`src/rtl/core/i2p_pkg.sv`:
```
// Package for the infix-to-postfix converter: token codes, stack entry and result types.
`default_nettype none
package i2p_pkg;

  localparam int STACK_DEPTH_DEF = 16;

  localparam logic [2:0] OP_OPERAND  = 3'd0;
  localparam logic [2:0] OP_OPERATOR = 3'd1;
  localparam logic [2:0] OP_LPAREN   = 3'd2;
  localparam logic [2:0] OP_RPAREN   = 3'd3;
  localparam logic [2:0] OP_END      = 3'd4;

  localparam logic [2:0] CAT_ADD    = 3'd0;
  localparam logic [2:0] CAT_MUL    = 3'd1;
  localparam logic [2:0] CAT_REL    = 3'd2;
  localparam logic [2:0] CAT_ASSIGN = 3'd3;
  localparam logic [2:0] CAT_UNARY  = 3'd4;
  localparam logic [2:0] CAT_LOGIC  = 3'd5;

  localparam logic [2:0] KIND_OPERAND  = 3'd0;
  localparam logic [2:0] KIND_OPERATOR = 3'd1;
  localparam logic [2:0] KIND_LPAREN   = 3'd2;
  localparam logic [2:0] KIND_END      = 3'd3;
  localparam logic [2:0] KIND_ERROR    = 3'd4;

  localparam logic [1:0] ST_OK       = 2'd0;
  localparam logic [1:0] ST_OVERFLOW = 2'd1;
  localparam logic [1:0] ST_RPAREN   = 2'd2;
  localparam logic [1:0] ST_LPAREN   = 2'd3;

  localparam logic [2:0] PREC_ASSIGN = 3'd0;
  localparam logic [2:0] PREC_REL    = 3'd1;
  localparam logic [2:0] PREC_ADD    = 3'd2;
  localparam logic [2:0] PREC_MUL    = 3'd3;
  localparam logic [2:0] PREC_TOP    = 3'd4;

  typedef struct packed {
    logic        paren;
    logic [2:0]  cat;
    logic [15:0] tref;
  } entry_t;

  localparam int ENTRY_W = $bits(entry_t);

  typedef struct packed {
    logic [15:0] tref;
    logic [2:0]  kind;
    logic [2:0]  cat;
    logic [1:0]  vtype;
    logic [1:0]  status;
  } result_t;

  typedef struct packed {
    logic    valid;
    logic    last;
    result_t res;
  } emit_t;

  typedef enum logic [2:0] {
    S_IDLE,
    S_READ,
    S_EVAL,
    S_FINAL,
    S_DONE
  } seq_state_t;

  function automatic logic [2:0] prec_level(input logic [2:0] cat);
    logic [2:0] lvl;
    unique case (cat)
      CAT_ADD:    lvl = PREC_ADD;
      CAT_MUL:    lvl = PREC_MUL;
      CAT_REL:    lvl = PREC_REL;
      CAT_ASSIGN: lvl = PREC_ASSIGN;
      default:    lvl = PREC_TOP;
    endcase
    return lvl;
  endfunction

endpackage
`default_nettype wire

```
`src/rtl/core/infix_to_postfix_converter_top.sv`:
```
// Top level of the infix-to-postfix converter: operator stack RAM, sequencer and output register.
// An accepted operand passes from the token latch through the pending-result register into the
// output register; each stack read (read, then precedence compare) uses the RAM's registered read
// data. Results leave in order, one per popped operator; a matched left paren is popped with no
// result. Unknown tokens give no result. in_ready returns once the last result is in the output register.
// Reset (rst_n low, synchronous) empties the stack and clears out_valid; RAM is not cleared.
`default_nettype none
module infix_to_postfix_converter_top import i2p_pkg::*; #(
  parameter int STACK_DEPTH = STACK_DEPTH_DEF
) (
  input  wire logic        clk,
  input  wire logic        rst_n,
  input  wire logic        in_valid,
  output logic             in_ready,
  input  wire logic [2:0]  in_op,
  input  wire logic [15:0] in_token_ref,
  input  wire logic [2:0]  in_category,
  input  wire logic [1:0]  in_value_type,
  output logic             out_valid,
  input  wire logic        out_ready,
  output logic [15:0]      out_ref,
  output logic [2:0]       out_kind,
  output logic [2:0]       out_category,
  output logic [1:0]       out_type,
  output logic [1:0]       out_status,
  output logic             out_last
);

  localparam int AW = $clog2(STACK_DEPTH);
  localparam int LW = $clog2(STACK_DEPTH + 1);

  emit_t         emit;
  logic          slot_free;
  logic          stk_we;
  logic [AW-1:0] stk_waddr;
  logic [AW-1:0] stk_raddr;
  entry_t        stk_wdata;
  entry_t        stk_rdata;
  logic [LW-1:0] stk_level;

  logic    out_valid_r;
  result_t out_res_r;
  logic    out_last_r;

  i2p_ram #(
    .WIDTH (ENTRY_W),
    .DEPTH (STACK_DEPTH)
  ) u_stack (
    .clk   (clk),
    .we    (stk_we),
    .waddr (stk_waddr),
    .wdata (stk_wdata),
    .raddr (stk_raddr),
    .rdata (stk_rdata)
  );

  i2p_seq #(
    .STACK_DEPTH (STACK_DEPTH)
  ) u_seq (
    .clk           (clk),
    .rst_n         (rst_n),
    .in_valid      (in_valid),
    .in_ready      (in_ready),
    .in_op         (in_op),
    .in_token_ref  (in_token_ref),
    .in_category   (in_category),
    .in_value_type (in_value_type),
    .slot_free     (slot_free),
    .emit          (emit),
    .stk_we        (stk_we),
    .stk_waddr     (stk_waddr),
    .stk_wdata     (stk_wdata),
    .stk_raddr     (stk_raddr),
    .stk_rdata     (stk_rdata),
    .stk_level     (stk_level)
  );

  assign slot_free = !out_valid_r || out_ready;

  always_ff @(posedge clk) begin
    if (!rst_n) begin
      out_valid_r <= 1'b0;
    end else if (emit.valid) begin
      out_valid_r <= 1'b1;
    end else if (out_ready) begin
      out_valid_r <= 1'b0;
    end
  end

  always_ff @(posedge clk) begin
    if (emit.valid) begin
      out_res_r  <= emit.res;
      out_last_r <= emit.last;
    end
  end

  assign out_valid    = out_valid_r;
  assign out_ref      = out_res_r.tref;
  assign out_kind     = out_res_r.kind;
  assign out_category = out_res_r.cat;
  assign out_type     = out_res_r.vtype;
  assign out_status   = out_res_r.status;
  assign out_last     = out_last_r;

  a_emit_slot: assert property (@(posedge clk) disable iff (!rst_n)
    emit.valid |-> slot_free)
    else $error("result emitted into an occupied output register");

  a_push_room: assert property (@(posedge clk) disable iff (!rst_n)
    stk_we |-> (stk_level < LW'(STACK_DEPTH)))
    else $error("push onto a full stack");

  a_level_range: assert property (@(posedge clk) disable iff (!rst_n)
    stk_level <= LW'(STACK_DEPTH))
    else $error("stack level beyond depth");

  a_last_idle: assert property (@(posedge clk) disable iff (!rst_n)
    (emit.valid && emit.last) |=> in_ready)
    else $error("not ready after final result of a transaction");

endmodule
`default_nettype wire

```
`src/rtl/core/i2p_ram.sv`:
```
// Generic single-write, single-read RAM with registered read data.
`default_nettype none
module i2p_ram #(
  parameter int WIDTH = 8,
  parameter int DEPTH = 16
) (
  input  wire logic                     clk,
  input  wire logic                     we,
  input  wire logic [$clog2(DEPTH)-1:0] waddr,
  input  wire logic [WIDTH-1:0]         wdata,
  input  wire logic [$clog2(DEPTH)-1:0] raddr,
  output logic      [WIDTH-1:0]         rdata
);

  logic [WIDTH-1:0] mem [DEPTH];

  always_ff @(posedge clk) begin
    if (we) begin
      mem[waddr] <= wdata;
    end
    rdata <= mem[raddr];
  end

endmodule
`default_nettype wire

```
`src/rtl/core/i2p_seq.sv`:
```
// Sequencer for the converter: token latch, stack pointer, precedence compare and result hold.
`default_nettype none
module i2p_seq import i2p_pkg::*; #(
  parameter  int STACK_DEPTH = STACK_DEPTH_DEF,
  localparam int AW = $clog2(STACK_DEPTH),
  localparam int LW = $clog2(STACK_DEPTH + 1)
) (
  input  wire logic          clk,
  input  wire logic          rst_n,
  input  wire logic          in_valid,
  output logic               in_ready,
  input  wire logic [2:0]    in_op,
  input  wire logic [15:0]   in_token_ref,
  input  wire logic [2:0]    in_category,
  input  wire logic [1:0]    in_value_type,
  input  wire logic          slot_free,
  output emit_t              emit,
  output logic               stk_we,
  output logic [AW-1:0]      stk_waddr,
  output entry_t             stk_wdata,
  output logic [AW-1:0]      stk_raddr,
  input  wire entry_t        stk_rdata,
  output logic [LW-1:0]      stk_level
);

  seq_state_t  state_r, state_nxt;
  logic [LW-1:0] level_r, level_nxt;
  logic [2:0]  tok_op_r;
  logic [15:0] tok_ref_r;
  logic [2:0]  tok_cat_r;
  logic [1:0]  tok_type_r;
  logic        pend_v_r, pend_v_nxt;
  result_t     pend_r, pend_nxt;

  logic          accept;
  logic          can_produce;
  logic [LW-1:0] level_m1;
  logic          level_empty;
  logic          level_full;
  logic          stop_op;
  logic          cat_bad;
  logic          last_pop;
  logic          final_push;
  logic          final_prod;
  result_t       final_res;
  result_t       pop_res;
  logic          prod;
  result_t       prod_res;

  assign in_ready    = (state_r == S_IDLE);
  assign accept      = in_valid && in_ready;
  assign can_produce = !pend_v_r || slot_free;
  assign level_m1    = level_r - LW'(1);
  assign level_empty = (level_r == '0);
  assign level_full  = (level_r == LW'(STACK_DEPTH));
  assign last_pop    = (level_m1 == '0);
  assign cat_bad     = (in_category > CAT_LOGIC);
  assign stop_op     = stk_rdata.paren ||
                       (prec_level(stk_rdata.cat) < prec_level(tok_cat_r));
  assign stk_level   = level_r;

  assign stk_waddr = AW'(level_r);
  assign stk_raddr = AW'(level_m1);
  assign stk_wdata = '{paren: (tok_op_r == OP_LPAREN),
                       cat:   (tok_op_r == OP_LPAREN) ? CAT_ADD : tok_cat_r,
                       tref:  tok_ref_r};

  assign final_push = ((tok_op_r == OP_OPERATOR) || (tok_op_r == OP_LPAREN)) && !level_full;
  assign final_prod = !final_push;

  always_comb begin
    final_res = '{tref: tok_ref_r, kind: KIND_ERROR, cat: CAT_ADD, vtype: 2'd0,
                  status: ST_OK};
    unique case (tok_op_r)
      OP_OPERAND: begin
        final_res.kind  = KIND_OPERAND;
        final_res.vtype = tok_type_r;
      end
      OP_RPAREN: final_res.status = ST_RPAREN;
      OP_END:    final_res.kind   = KIND_END;
      default:   final_res.status = ST_OVERFLOW;
    endcase
  end

  always_comb begin
    pop_res = '{tref: stk_rdata.tref, kind: KIND_OPERATOR, cat: stk_rdata.cat,
                vtype: 2'd0, status: ST_OK};
    if (tok_op_r == OP_END && stk_rdata.paren) begin
      pop_res.kind   = KIND_LPAREN;
      pop_res.cat    = CAT_ADD;
      pop_res.status = ST_LPAREN;
    end
  end

  // next state
  always_comb begin
    state_nxt = state_r;
    unique case (state_r)
      S_IDLE: begin
        if (accept) begin
          unique case (in_op)
            OP_OPERAND:  state_nxt = S_FINAL;
            OP_OPERATOR: state_nxt = cat_bad ? S_IDLE : (level_empty ? S_FINAL : S_READ);
            OP_LPAREN:   state_nxt = S_FINAL;
            OP_RPAREN,
            OP_END:      state_nxt = level_empty ? S_FINAL : S_READ;
            default:     state_nxt = S_IDLE;
          endcase
        end
      end
      S_READ: state_nxt = S_EVAL;
      S_EVAL: begin
        unique case (tok_op_r)
          OP_OPERATOR: begin
            if (stop_op) begin
              state_nxt = S_FINAL;
            end else if (can_produce) begin
              state_nxt = last_pop ? S_FINAL : S_READ;
            end
          end
          OP_RPAREN: begin
            if (stk_rdata.paren) begin
              state_nxt = S_DONE;
            end else if (can_produce) begin
              state_nxt = last_pop ? S_FINAL : S_READ;
            end
          end
          OP_END: begin
            if (can_produce) begin
              state_nxt = last_pop ? S_FINAL : S_READ;
            end
          end
          default: state_nxt = S_IDLE;
        endcase
      end
      S_FINAL: begin
        if (!final_prod || can_produce) begin
          state_nxt = S_DONE;
        end
      end
      S_DONE: begin
        if (!pend_v_r || slot_free) begin
          state_nxt = S_IDLE;
        end
      end
      default: state_nxt = S_IDLE;
    endcase
  end

  // datapath and outputs
  always_comb begin
    level_nxt  = level_r;
    pend_v_nxt = pend_v_r;
    pend_nxt   = pend_r;
    emit       = '0;
    stk_we     = 1'b0;
    prod       = 1'b0;
    prod_res   = pop_res;
    unique case (state_r)
      S_EVAL: begin
        if (tok_op_r == OP_RPAREN && stk_rdata.paren) begin
          level_nxt = level_m1;
        end else if (!(tok_op_r == OP_OPERATOR && stop_op)) begin
          prod = 1'b1;
          if (can_produce) begin
            level_nxt = level_m1;
          end
        end
      end
      S_FINAL: begin
        if (final_push) begin
          stk_we    = 1'b1;
          level_nxt = level_r + LW'(1);
        end else begin
          prod     = 1'b1;
          prod_res = final_res;
        end
      end
      S_DONE: begin
        if (pend_v_r && slot_free) begin
          emit.valid = 1'b1;
          emit.last  = 1'b1;
          emit.res   = pend_r;
          pend_v_nxt = 1'b0;
        end
      end
      default: begin
      end
    endcase
    if (prod && can_produce) begin
      if (pend_v_r) begin
        emit.valid = 1'b1;
        emit.res   = pend_r;
      end
      pend_nxt   = prod_res;
      pend_v_nxt = 1'b1;
    end
  end

  always_ff @(posedge clk) begin
    if (!rst_n) begin
      state_r  <= S_IDLE;
      level_r  <= '0;
      pend_v_r <= 1'b0;
    end else begin
      state_r  <= state_nxt;
      level_r  <= level_nxt;
      pend_v_r <= pend_v_nxt;
    end
  end

  always_ff @(posedge clk) begin
    pend_r <= pend_nxt;
    if (accept) begin
      tok_op_r   <= in_op;
      tok_ref_r  <= in_token_ref;
      tok_cat_r  <= in_category;
      tok_type_r <= in_value_type;
    end
  end

endmodule
`default_nettype wire
```
`config.mk`:
```
export PLATFORM = sky130hd
export DESIGN_NAME = infix_to_postfix_converter_top
export DESIGN_NICKNAME = d
export VERILOG_FILES = /design/src/rtl/core/i2p_pkg.sv /design/src/rtl/core/infix_to_postfix_converter_top.sv /design/src/rtl/core/i2p_ram.sv /design/src/rtl/core/i2p_seq.sv
export SDC_FILE = /design/constraint.sdc
export NUM_CORES = 1
export LEC_CHECK = 0
export BUFFER_PORTS_ARGS = -buffer_cell sky130_fd_sc_hd__buf_4
export CAP_MARGIN = 5
export CORE_MARGIN = 3
export CORE_UTILIZATION = 61
export DETAILED_ROUTE_END_ITERATION = 8
export GPL_TIMING_DRIVEN = 0
export MAX_ROUTING_LAYER = met4
export PLACE_DENSITY = 0.79
export SLEW_MARGIN = 20
export SYNTH_ARGS = -nofsm -noshare
export SYNTH_HDL_FRONTEND = slang
export SYNTH_SLANG_ARGS = --single-unit
```
`constraint.sdc`:
```
create_clock -name clk -period 9 [get_ports clk]
set_input_delay 2.7 -clock clk [delete_from_list [all_inputs] [get_ports clk]]
set_output_delay 2.7 -clock clk [all_outputs]
set_load 0.02 [all_outputs]
```
Word-level counts from Yosys, hierarchy flattened
Memories as Yosys holds them, arrays and structs flattened. A register that Yosys moved wholly into a read port is not among the register bits.
Cells that the tools add are included.
- reductions and logical operators: 33
- equality and inequality tests: 25
- bitwise operators: 2
- order comparisons: 2
- $add $sub $neg: 2
- multiplexer cells: 46
- operators by type and width (cell ; number):
    $mux 26 ; 4
    $mux 28 ; 2
    $eq 3x2->1 const B ; 10
    $mux 5 ; 5
    $mux 3 ; 8
    $pmux 3 s4 ; 2
    $pmux 3 s3 ; 2
    $eq 3x1->1 const B ; 5
    $logic_not 3->1 ; 5
    $pmux 3 s5 ; 1
    $mux 1 ; 14
    $logic_not 5->1 ; 2
    $pmux 5 s2 ; 1
    $eq 3x3->1 const B ; 3
    $mux 2 ; 4
    $reduce_bool 2->1 ; 4
    $logic_and 1x1->1 ; 7
    $ne 2x1->1 const B ; 3
    $pmux 3 s2 ; 1
    $reduce_or 2->1 ; 3
    $add 5x1->5 const B ; 1
    $eq 5x5->1 const B ; 1
    $logic_or 1x1->1 ; 5
    $sub 5x1->5 const B ; 1
    other kinds (13) ; 16
- output and inout port bits: 29
- word-level logic and storage cells: 130
- register bits after elaboration: 87
- bits in writable memories: 320
- memories kept: 1
- memory list (name ; words ; width ; rd ports ; clocked after memory_dff ; write ports ; RTL line ; source):
    u_stack.mem ; 16 ; 20 ; 1 ; 1 ; 1 ; i2p_ram.sv:15 ; logic [WIDTH-1:0] mem [DEPTH];

Logic depth before layout (Yosys ltp)
Gate-level depths: netlist of the first run.
- depth in word-level cells: 11
- gate-level depth with buffers: 10
- gate-level depth less buffers: 7

By module
Synthesis of the first run repeated with hierarchy kept, for this count alone.
- cell total of the unflattened synthesis: 861
- area total of the unflattened synthesis: 16459.5 sq um
- modules (own cells, without submodules) (module ; area each (sq um) ; instances ; cells an instance ; sequential area each (sq um)):
    i2p_ram ; 12530.8 ; 1 ; 533 ; 10009.6
    i2p_seq ; 3069.2 ; 1 ; 297 ; 1681.6
    infix_to_postfix_converter_top ; 859.6 ; 1 ; 31 ; 830.8

Worst setup path before layout of the first run
Ideal clock, no wire load.
- path kind: input to register
- from: input out_ready
- to: register u_seq.pend_r[0] (netlist bit) (enable)
- required time: 8.591 ns
- cell stages on the path: 4
- setup slack: 4.335 ns
- arrival: 4.257 ns
- path through: nor2b_1 -> and2_1 -> clkbuf_1 -> nor2_1
- longest elaborated chain between the ends: 3
- RTL lines (item ; RTL line ; source):
    start, declared ; infix_to_postfix_converter_top.sv:20 ; input wire logic out_ready,
    $logic_or 1x1->1 ; infix_to_postfix_converter_top.sv:78 ; assign slot_free = !out_valid_r || out_ready;
    $logic_or 1x1->1 ; i2p_seq.sv:52 ; assign can_produce = !pend_v_r || slot_free;
    $logic_and 1x1->1 ; i2p_seq.sv:190 ; if (prod && can_produce) begin
    end signal, assigned ; i2p_seq.sv:213 ; pend_r <= pend_nxt;
    end, declared ; i2p_seq.sv:33 ; result_t pend_r, pend_nxt;
Every way passes these cells.
A chain may end at the register's enable or synchronous reset.

Worst setup path in the final report of the first run
- from: register u_seq.state_r[0]
- to: output in_ready
- longest elaborated chain between the ends: 1
- RTL lines (item ; RTL line ; source):
    start, declared ; i2p_seq.sv:26 ; seq_state_t state_r, state_nxt;
    start signal, assigned ; i2p_seq.sv:206 ; state_r <= state_nxt;
    $logic_not 3->1 ; i2p_seq.sv:50 ; assign in_ready = (state_r == S_IDLE);
    end, declared ; infix_to_postfix_converter_top.sv:14 ; output logic in_ready,
Every way passes these cells.

==> summary.md, run 1 <==
| Metric | Value |
|---|---|
| Max-Cap Viols | 0 |
| Synth Area per Inst | a little over 20 sq um |
| Synth Flop Type | edfxtp_1 |
| CTS Buf Count | 42 |
| Vias in the first global route | approximately 8,600 |
| Compound-Gate Fraction of Synth Area | 2.15% |
| Average vias per placed instance | roughly 6.5 |
| Critical path launch point type | register |
| Number of H-tree levels | 2 |
| Netlist cell types | 51 |
| Pint | around 4.0 mW |
| Detail Route Antenna Nets | 0 |
| Drt total wl | roughly 36,000 um |
| Post-Syn Nets | between 800 and 900 |
| CTS Buffer Depth | 3 |
| F_max | approximately 230 MHz |
| Pre-antenna DRT Iters | 5 |
| Design Area, Final | between 15,000 and 20,000 sq um |
| Simple-gate portion of the synthesized area | under 10% |
| Die area | 29,000 sq um |
| Total number of vias | roughly 8,500 |
| First-pass GRT wire length | between 50,000 and 60,000 um |
| Post-CTS Resized | 0 |
| Critical Path RT | 6300 ps |
| Crit path arrival time | between 1500 and 2000 ps |
| Tot GR Track Use | 26.4% |
| Net Sw Frac | 28.5% |
| Port Buf Inserts | 56 |
| Register clock-pin slew on the reported worst setup and hold paths | about 60 ps |
| Slew Limit Fails | 0 |
| Routability congestion estimate from global placement | between 0.9 and 1 |
| Critical path, cell by cell | clkbuf_1 > nor3_1 > buf_4 |
| Post-Synth Adder-Cell Area | less than 1% |
| Detailed Place HPWL | ~22,000 um |
| Most frequent cells in the layout | 397 x edfxtp_1, 100 x mux4_2, 72 x buf_4 |
| # DRC | 0 |
| Fin crit share | 48.6% |
| Ant. Diodes | 0 |
| CTS tree | done |
| I/O pin cnt | 57 |
| Psw | about 1.6 mW |
| CP endpoint kind | primary output |
| Initial DRC count | about 850 |
| RSZ-0062 raised after global routing | false |
| Layout Cells excl Fill | 1,307 |
| Clock power share | between 30% and 40% |
| Power density over the cells | between 200 and 300 nW/um^2 |
| Clock latency on the worst-skew pair | 550 ps |
| Wire length per cell | around 28 um |
| Setup tns final | 0 ps |
| Syn Inst Count | 818 |
| YS warnings | 0 |
| CTS Sinks | around 430 |
| Slew @ Worst Pin | 993 ps |
| Setup Buffers After CTS | 0 |
| Post-synth ARST share | 0% |
| FF+latch count, synth | 427 |
| Antenna violations before repair | 0 |
| Rows | around 60 |
| Largest net degree at the start of global routing | 37 |
| Initial core utilization | roughly 63% |
| Die X | roughly 170 um |
| Die Height | between 150 and 200 um |
| Root buffer cell | clkbuf_16 |
| Multiplexer share of the synthesized area | between 10 and 15% |
| Grt ovf | 0 |
| Sequential area share after synthesis | 76.1% |
| Clock period minus final worst setup slack | ~4400 ps |
| EDFF count, synth | roughly 400 |
| Dpl cell area | between 15,000 and 20,000 sq um |
| Outcome | finished, final reports clean |
| Setup CP Type | register to primary output |
| Final setup vio count | 0 |
| Comb power frac | 25.4% |
| Placed insts | between 1,000 and 1,500 |
| Seq pwr share | about 44% |
| Layout Nets | around 1,000 |
| Final core occ | 72.5% |
| Hold Path Class | register to register |
| Area growth from synthesis to layout | 15.8% |
| Static Leak | ~6.3 nW |
| Worst slew margin relative to its limit | 33.7% |
| Final hold violations | 0 |
| Fin worst setup slack | 4630 ps |
| VDD IR max | between 150 and 200 uV |
| Largest family of logic cells by synthesized area | multiplexers |
| Layout cells sized above 1 | ~30% |
| Post-Synth XOR/XNOR Area | less than 1% |
| Skew final | around 15 ps |
| CP max-delay cell | nor3_1 |
| Commonest non-fill, non-tap cell in the layout | edfxtp_1 |
| Crit path max fanout | 8 |
| Synthesized area | approximately 16,000 sq um |
| Hold-fix buffers, CTS | 0 |
| Worst path max stage delay | 420 ps |
| Place WS | around 4500 ps |
| Core area | 26,300 sq um |
registers in the layout, indices dropped and copies added (netlist names), 2 cells and up:
signal,count
out_ref,16
out_status,2
u_stack.rdata,20
u_seq.tok_cat_r,3
out_category,3
u_seq.stk_level,5
u_seq.tok_type_r,2
u_seq.tok_ref_r,16
u_seq.pend_r,26
u_stack.mem,320
out_type,2
u_seq.state_r,3
out_kind,3
u_seq.tok_op_r,3
area by class of cell:
type,count,area [sq um]
tap,335,419
clock inverter,16,144
clock buffer,62,1180
sequential,427,12500
buffer,42,216
multi-input combinational,340,3800
timing repair buffer,76,739
fill,1484,7220
inverter,9,33.8
through the flow:
stage,hold WS (ps),power [mW]
after detailed placement,485,3.90
after global routing,520,5.77
after floorplan,474,3.46
final,499,5.58
after CTS,501,5.59
after global placement,485,3.83
worst max-delay path, delay by kind of cell (launching register included):
family                 cells  cell delay (ps)
and+or+nand+nor            1              420
buffers and inverters      2              420
DFF                        1              290
synthesized netlist by cell type (all sizes together) (2+ instances only):
master / instances / area share [%]
clkbuf: 17 / 0.39
and3: 6 / 0.23
a31oi: 9 / 0.47
buf: 25 / 0.93
nand2: 63 / 1.4
nand3: 7 / 0.21
a21o: 3 / 0.14
a31o: 2 / 0.11
nor4: 3 / 0.11
nand2b: 7 / 0.27
a21oi: 9 / 0.27
edfxtp: 397 / 72
o31ai: 3 / 0.14
ha: 6 / 0.46
nor3b: 5 / 0.26
and2: 32 / 1.2
nand3b: 2 / 0.17
nor2: 24 / 0.55
nor2b: 5 / 0.19
a21boi: 2 / 0.091
inv: 9 / 0.21
mux2i: 6 / 0.36
mux4: 100 / 14
nor3: 10 / 0.30
xnor2: 4 / 0.21
o21ai: 5 / 0.17
dfxtp: 30 / 3.6
nand4: 4 / 0.15
xor2: 3 / 0.16
o311ai: 2 / 0.11
o2111ai: 5 / 0.27
power by group through the flow:
stage	registers [mW]	logic, mW	clock network, mW
final	2.47	1.41	1.69
after global routing	2.49	1.50	1.78
after CTS	2.47	1.41	1.71
after detailed placement	2.51	1.39	0
after global placement	2.50	1.33	0
after floorplan	2.47	0.987	0
worst paths after layout:
kind | start | endpoint | slack [ps] | depth (start not counted)
max | u_seq.state_r[0]$_SDFFE_PN0P_ | in_ready | 4630 | 3
min | u_stack.rdata[3]$_DFF_P_ | u_seq.pend_r[13]$_DFFE_PN_ | 500 | 2
max reg2reg | u_seq.stk_level[0]$_SDFFE_PN0P_ | u_stack.rdata[14]$_DFF_P_ | 5270 | 8
min reg2reg | u_stack.rdata[3]$_DFF_P_ | u_seq.pend_r[13]$_DFFE_PN_ | 500 | 2
metal layers:
layer,up-vias,wire length (um),global-route usage (%)
met5,-,0,-
met4,0,1200,9.28
met3,106,3650,5.92
met2,521,17900,41.6
met1,4330,13400,34.8
li1,3551,-,-
cell families (layout without fill, tap and decap cells):
family,count (synthesis),count (layout)
buffers and inverters,51,205
muxes,106,106
AOI/OAI and AO/OA,47,47
and+or+nand+nor,174,174
xor gates and xnor gates,7,7
adders and majority gates,6,6
DFF,427,427
Note: power is estimated with default switching activity, not from simulation.
==> run 2, diff against run 1 <==
--- a/config.mk
+++ b/config.mk
@@ -8,11 +8,11 @@
 export BUFFER_PORTS_ARGS = -buffer_cell sky130_fd_sc_hd__buf_4
 export CAP_MARGIN = 5
 export CORE_MARGIN = 3
-export CORE_UTILIZATION = 61
+export CORE_UTILIZATION = 55
 export DETAILED_ROUTE_END_ITERATION = 8
 export GPL_TIMING_DRIVEN = 0
 export MAX_ROUTING_LAYER = met4
-export PLACE_DENSITY = 0.79
+export PLACE_DENSITY = 0.75
 export SLEW_MARGIN = 20
 export SYNTH_ARGS = -nofsm -noshare
 export SYNTH_HDL_FRONTEND = slang
==> constraint.sdc (replaced) <==
create_clock -name clk -period 3.9 [get_ports clk]
set_input_delay 1.17 -clock clk [delete_from_list [all_inputs] [get_ports clk]]
set_output_delay 1.17 -clock clk [all_outputs]
set_load 0.02 [all_outputs]
==> summary.md, run 2 (same netlist as run 1, synthesis figures left out) <==
| Metric | Value |
|---|---|
| Core area | 29,100 sq um (+11%) |
| Detail Route Antenna Nets | 0 (unchanged) |
| Layout Cells excl Fill | 1,360 (+4.1%) |
| Clock latency on the worst-skew pair | 550 ps (about the same) |
| Total number of vias | 8,346 (-1.9%) |
| Static Leak | 6.35 nW (+1.1%) |
| Port Buf Inserts | 56 (unchanged) |
| F_max | about 270 MHz |
| Worst setup path endpoint | u_stack.rdata[2]$_DFF_P_ |
| Worst slew margin relative to its limit | 32.9% (-0.83 points) |
| Max-Cap Viols | 0 (unchanged) |
| Rows | 62 (+5.1%) |
| Antenna violations before repair | 0 (unchanged) |
| Number of H-tree levels | 2 (unchanged) |
| Grt ovf | 0 (unchanged) |
| Layout cells sized above 1 | 30.2% (+0.70 points) |
| RSZ-0062 raised after global routing | false |
| Crit. Startpoint | u_seq.stk_level[0]$_SDFFE_PN0P_ |
| Largest Register | u_stack.mem |
| Layout Nets | 975 (+0.31%) |
| Register-to-Register Setup Slack | 250 ps (-5020 ps) |
| Initial DRC count | 901 (+6.1%) |
| Final total power | 13.1 mW (+140%) |
| Critical Path RT | 4320 ps (-1980 ps) |
| Critical path launch point type | register |
| Register clock-pin slew on the reported worst setup and hold paths | 60 ps (about the same) |
| Clock period minus final worst setup slack | approximately 3700 ps |
| Reg2Reg Depth | 8 (unchanged) |
| Max FFs per register | 320 (unchanged) |
| Commonest non-fill, non-tap cell in the layout | edfxtp_1 |
| Skew final | 17.3 ps (+2.03 ps) |
| I/O pin cnt | 57 (unchanged) |
| First-pass GRT wire length | 53,700 um (+0.17%) |
| Slew Limit Fails | 0 (unchanged) |
| Fin crit share | roughly 94% |
| Die X | 179 um (+5.1%) |
| Post-CTS Resized | 0 (unchanged) |
| Die Height | 179 um (+5.1%) |
| Setup Buffers After CTS | 0 (unchanged) |
| Hold-fix buffers, CTS | 0 (unchanged) |
| Largest net degree at the start of global routing | 37 (unchanged) |
| Final hold slack | 503 ps (+3.48 ps) |
| Drt total wl | 36,100 um (-0.32%) |
| VDD IR max | 407 uV (+140%) |
| Placed insts | 1,280 (+4.1%) |
| Crit path max fanout | 10 (+2) |
| Pre-antenna DRT Iters | 5 (unchanged) |
| CTS Buffer Depth | 3 (unchanged) |
| Outcome | finished, final reports clean |
| Initial core utilization | 56.6% (-6.1 points) |
| Crit path arrival time | 4070 ps (+2400 ps) |
| Final core occ | 66.3% (-6.2 points) |
| Die area | 32,000 sq um (+11%) |
| Power density over the cells | 680 nW/um^2 (+130%) |
| Setup CP Type | register to register |
| Final hold violations | 0 (unchanged) |
| Ant. Diodes | 0 (unchanged) |
| Hold Path Cell Cnt | 2 (unchanged) |
| Final setup vio count | 0 (unchanged) |
| CTS Buf Count | 43 (+2.4%) |
| # DRC | 0 (unchanged) |
| Slew @ Worst Pin | 1010 ps (+14.5 ps) |
| R2r startpoint | u_seq.stk_level[0]$_SDFFE_PN0P_ |
| Detailed Place HPWL | 22,300 um (+1.8%) |
| Tot GR Track Use | 24.1% (-2.3 points) |
| Fillcell total | 1,828 (+23%) |
| Routability congestion estimate from global placement | 0.904 (-1.3%) |
| CTS tree | done |
| Root buffer cell | clkbuf_16 |
| Largest regs | u_stack.mem: 320 flops, u_seq.pend_r: 26 flops, u_stack.rdata: 20 flops |
| Average vias per placed instance | 6.14 (-5.7%) |
| CP endpoint kind | register |
| Vias in the first global route | 8,446 (-1.4%) |
| Most frequent cells in the layout | 397 x edfxtp_1, 100 x mux4_2, 74 x buf_4 |
| CTS Sinks | 427 (unchanged) |
| Area growth from synthesis to layout | 17.2% |
| Wire length per cell | 26.5 um (-4.2%) |
| Hold Path Class | register to register |
| Worst r2r dst | u_stack.rdata[2]$_DFF_P_ |
| Setup tns final | 0 ps (unchanged) |
run 2: cell count changes in the layout (fill, tap and decap cells not counted), moves of 2 or more:
cell	change
buf_16	+2
bufinv_16	+4
buf_4	+2
clkbuf_8	+2
clkinv_2	-4
inv_6	+2
clkinvlp_4	+3
clkinv_1	+3
clkbuf_1	-7
run 2: metal layers:
layer,share of wire (%),track usage [%],vias to the layer above
met4,3.1,8.64,0
met3,7.9,4.51,84
li1,-,-,3555
met5,0,-,-
met1,39,31.8,4270
met2,50,38.3,437
run 2: through the flow:
stage                     worst slack [ps]  area, sq um
after floorplan                        419        16500
after global placement               -1570        17400
after detailed placement               299        17800
after CTS                              217        19300
after global routing                  70.7        19300
final                                  246        19300
run 2: worst min-delay path by stage:
stage / from / end / slack [ps]
2_1_floorplan: u_stack.rdata[0]$_DFF_P_ / u_seq.pend_r[10]$_DFFE_PN_ / 470
3_3_place_gp: u_stack.rdata[1]$_DFF_P_ / u_seq.pend_r[11]$_DFFE_PN_ / 480
3_5_place_dp: u_stack.rdata[1]$_DFF_P_ / u_seq.pend_r[11]$_DFFE_PN_ / 490
4_1_cts: u_stack.rdata[1]$_DFF_P_ / u_seq.pend_r[11]$_DFFE_PN_ / 500
5_1_grt: u_stack.rdata[4]$_DFF_P_ / u_seq.pend_r[14]$_DFFE_PN_ / 530
6_report: u_stack.rdata[1]$_DFF_P_ / u_seq.pend_r[11]$_DFFE_PN_ / 500
run 2: cell type report:
| cell class | instances | area (sq um) | area share [%] |
|---|---|---|---|
| repair buffers | 78 | 778 | 4.03 |
| plain buffers | 42 | 216 | 1.12 |
| clock buffers | 57 | 1180 | 6.11 |
| multi-input cells | 340 | 3810 | 19.7 |
| clock inverters | 23 | 275 | 1.43 |
| well taps | 384 | 480 | 2.49 |
| inverters | 9 | 33.8 | 0.175 |
| flip-flops and latches | 427 | 12500 | 64.9 |
run 2: critical path, stage by stage (launching register included):
cell and delay, ps:
dfxtp_1 440, buf_6 220, buf_2 400, inv_1 150, ha_1 300, clkbuf_1 290, clkbuf_1 790, mux4_2 460
mux4_2 470
run 2: report_power, final:
group | switching, mW | internal, mW
sequential | 0.244 | 5.46
clock | 1.67 | 2.53
combinational | 1.70 | 1.51
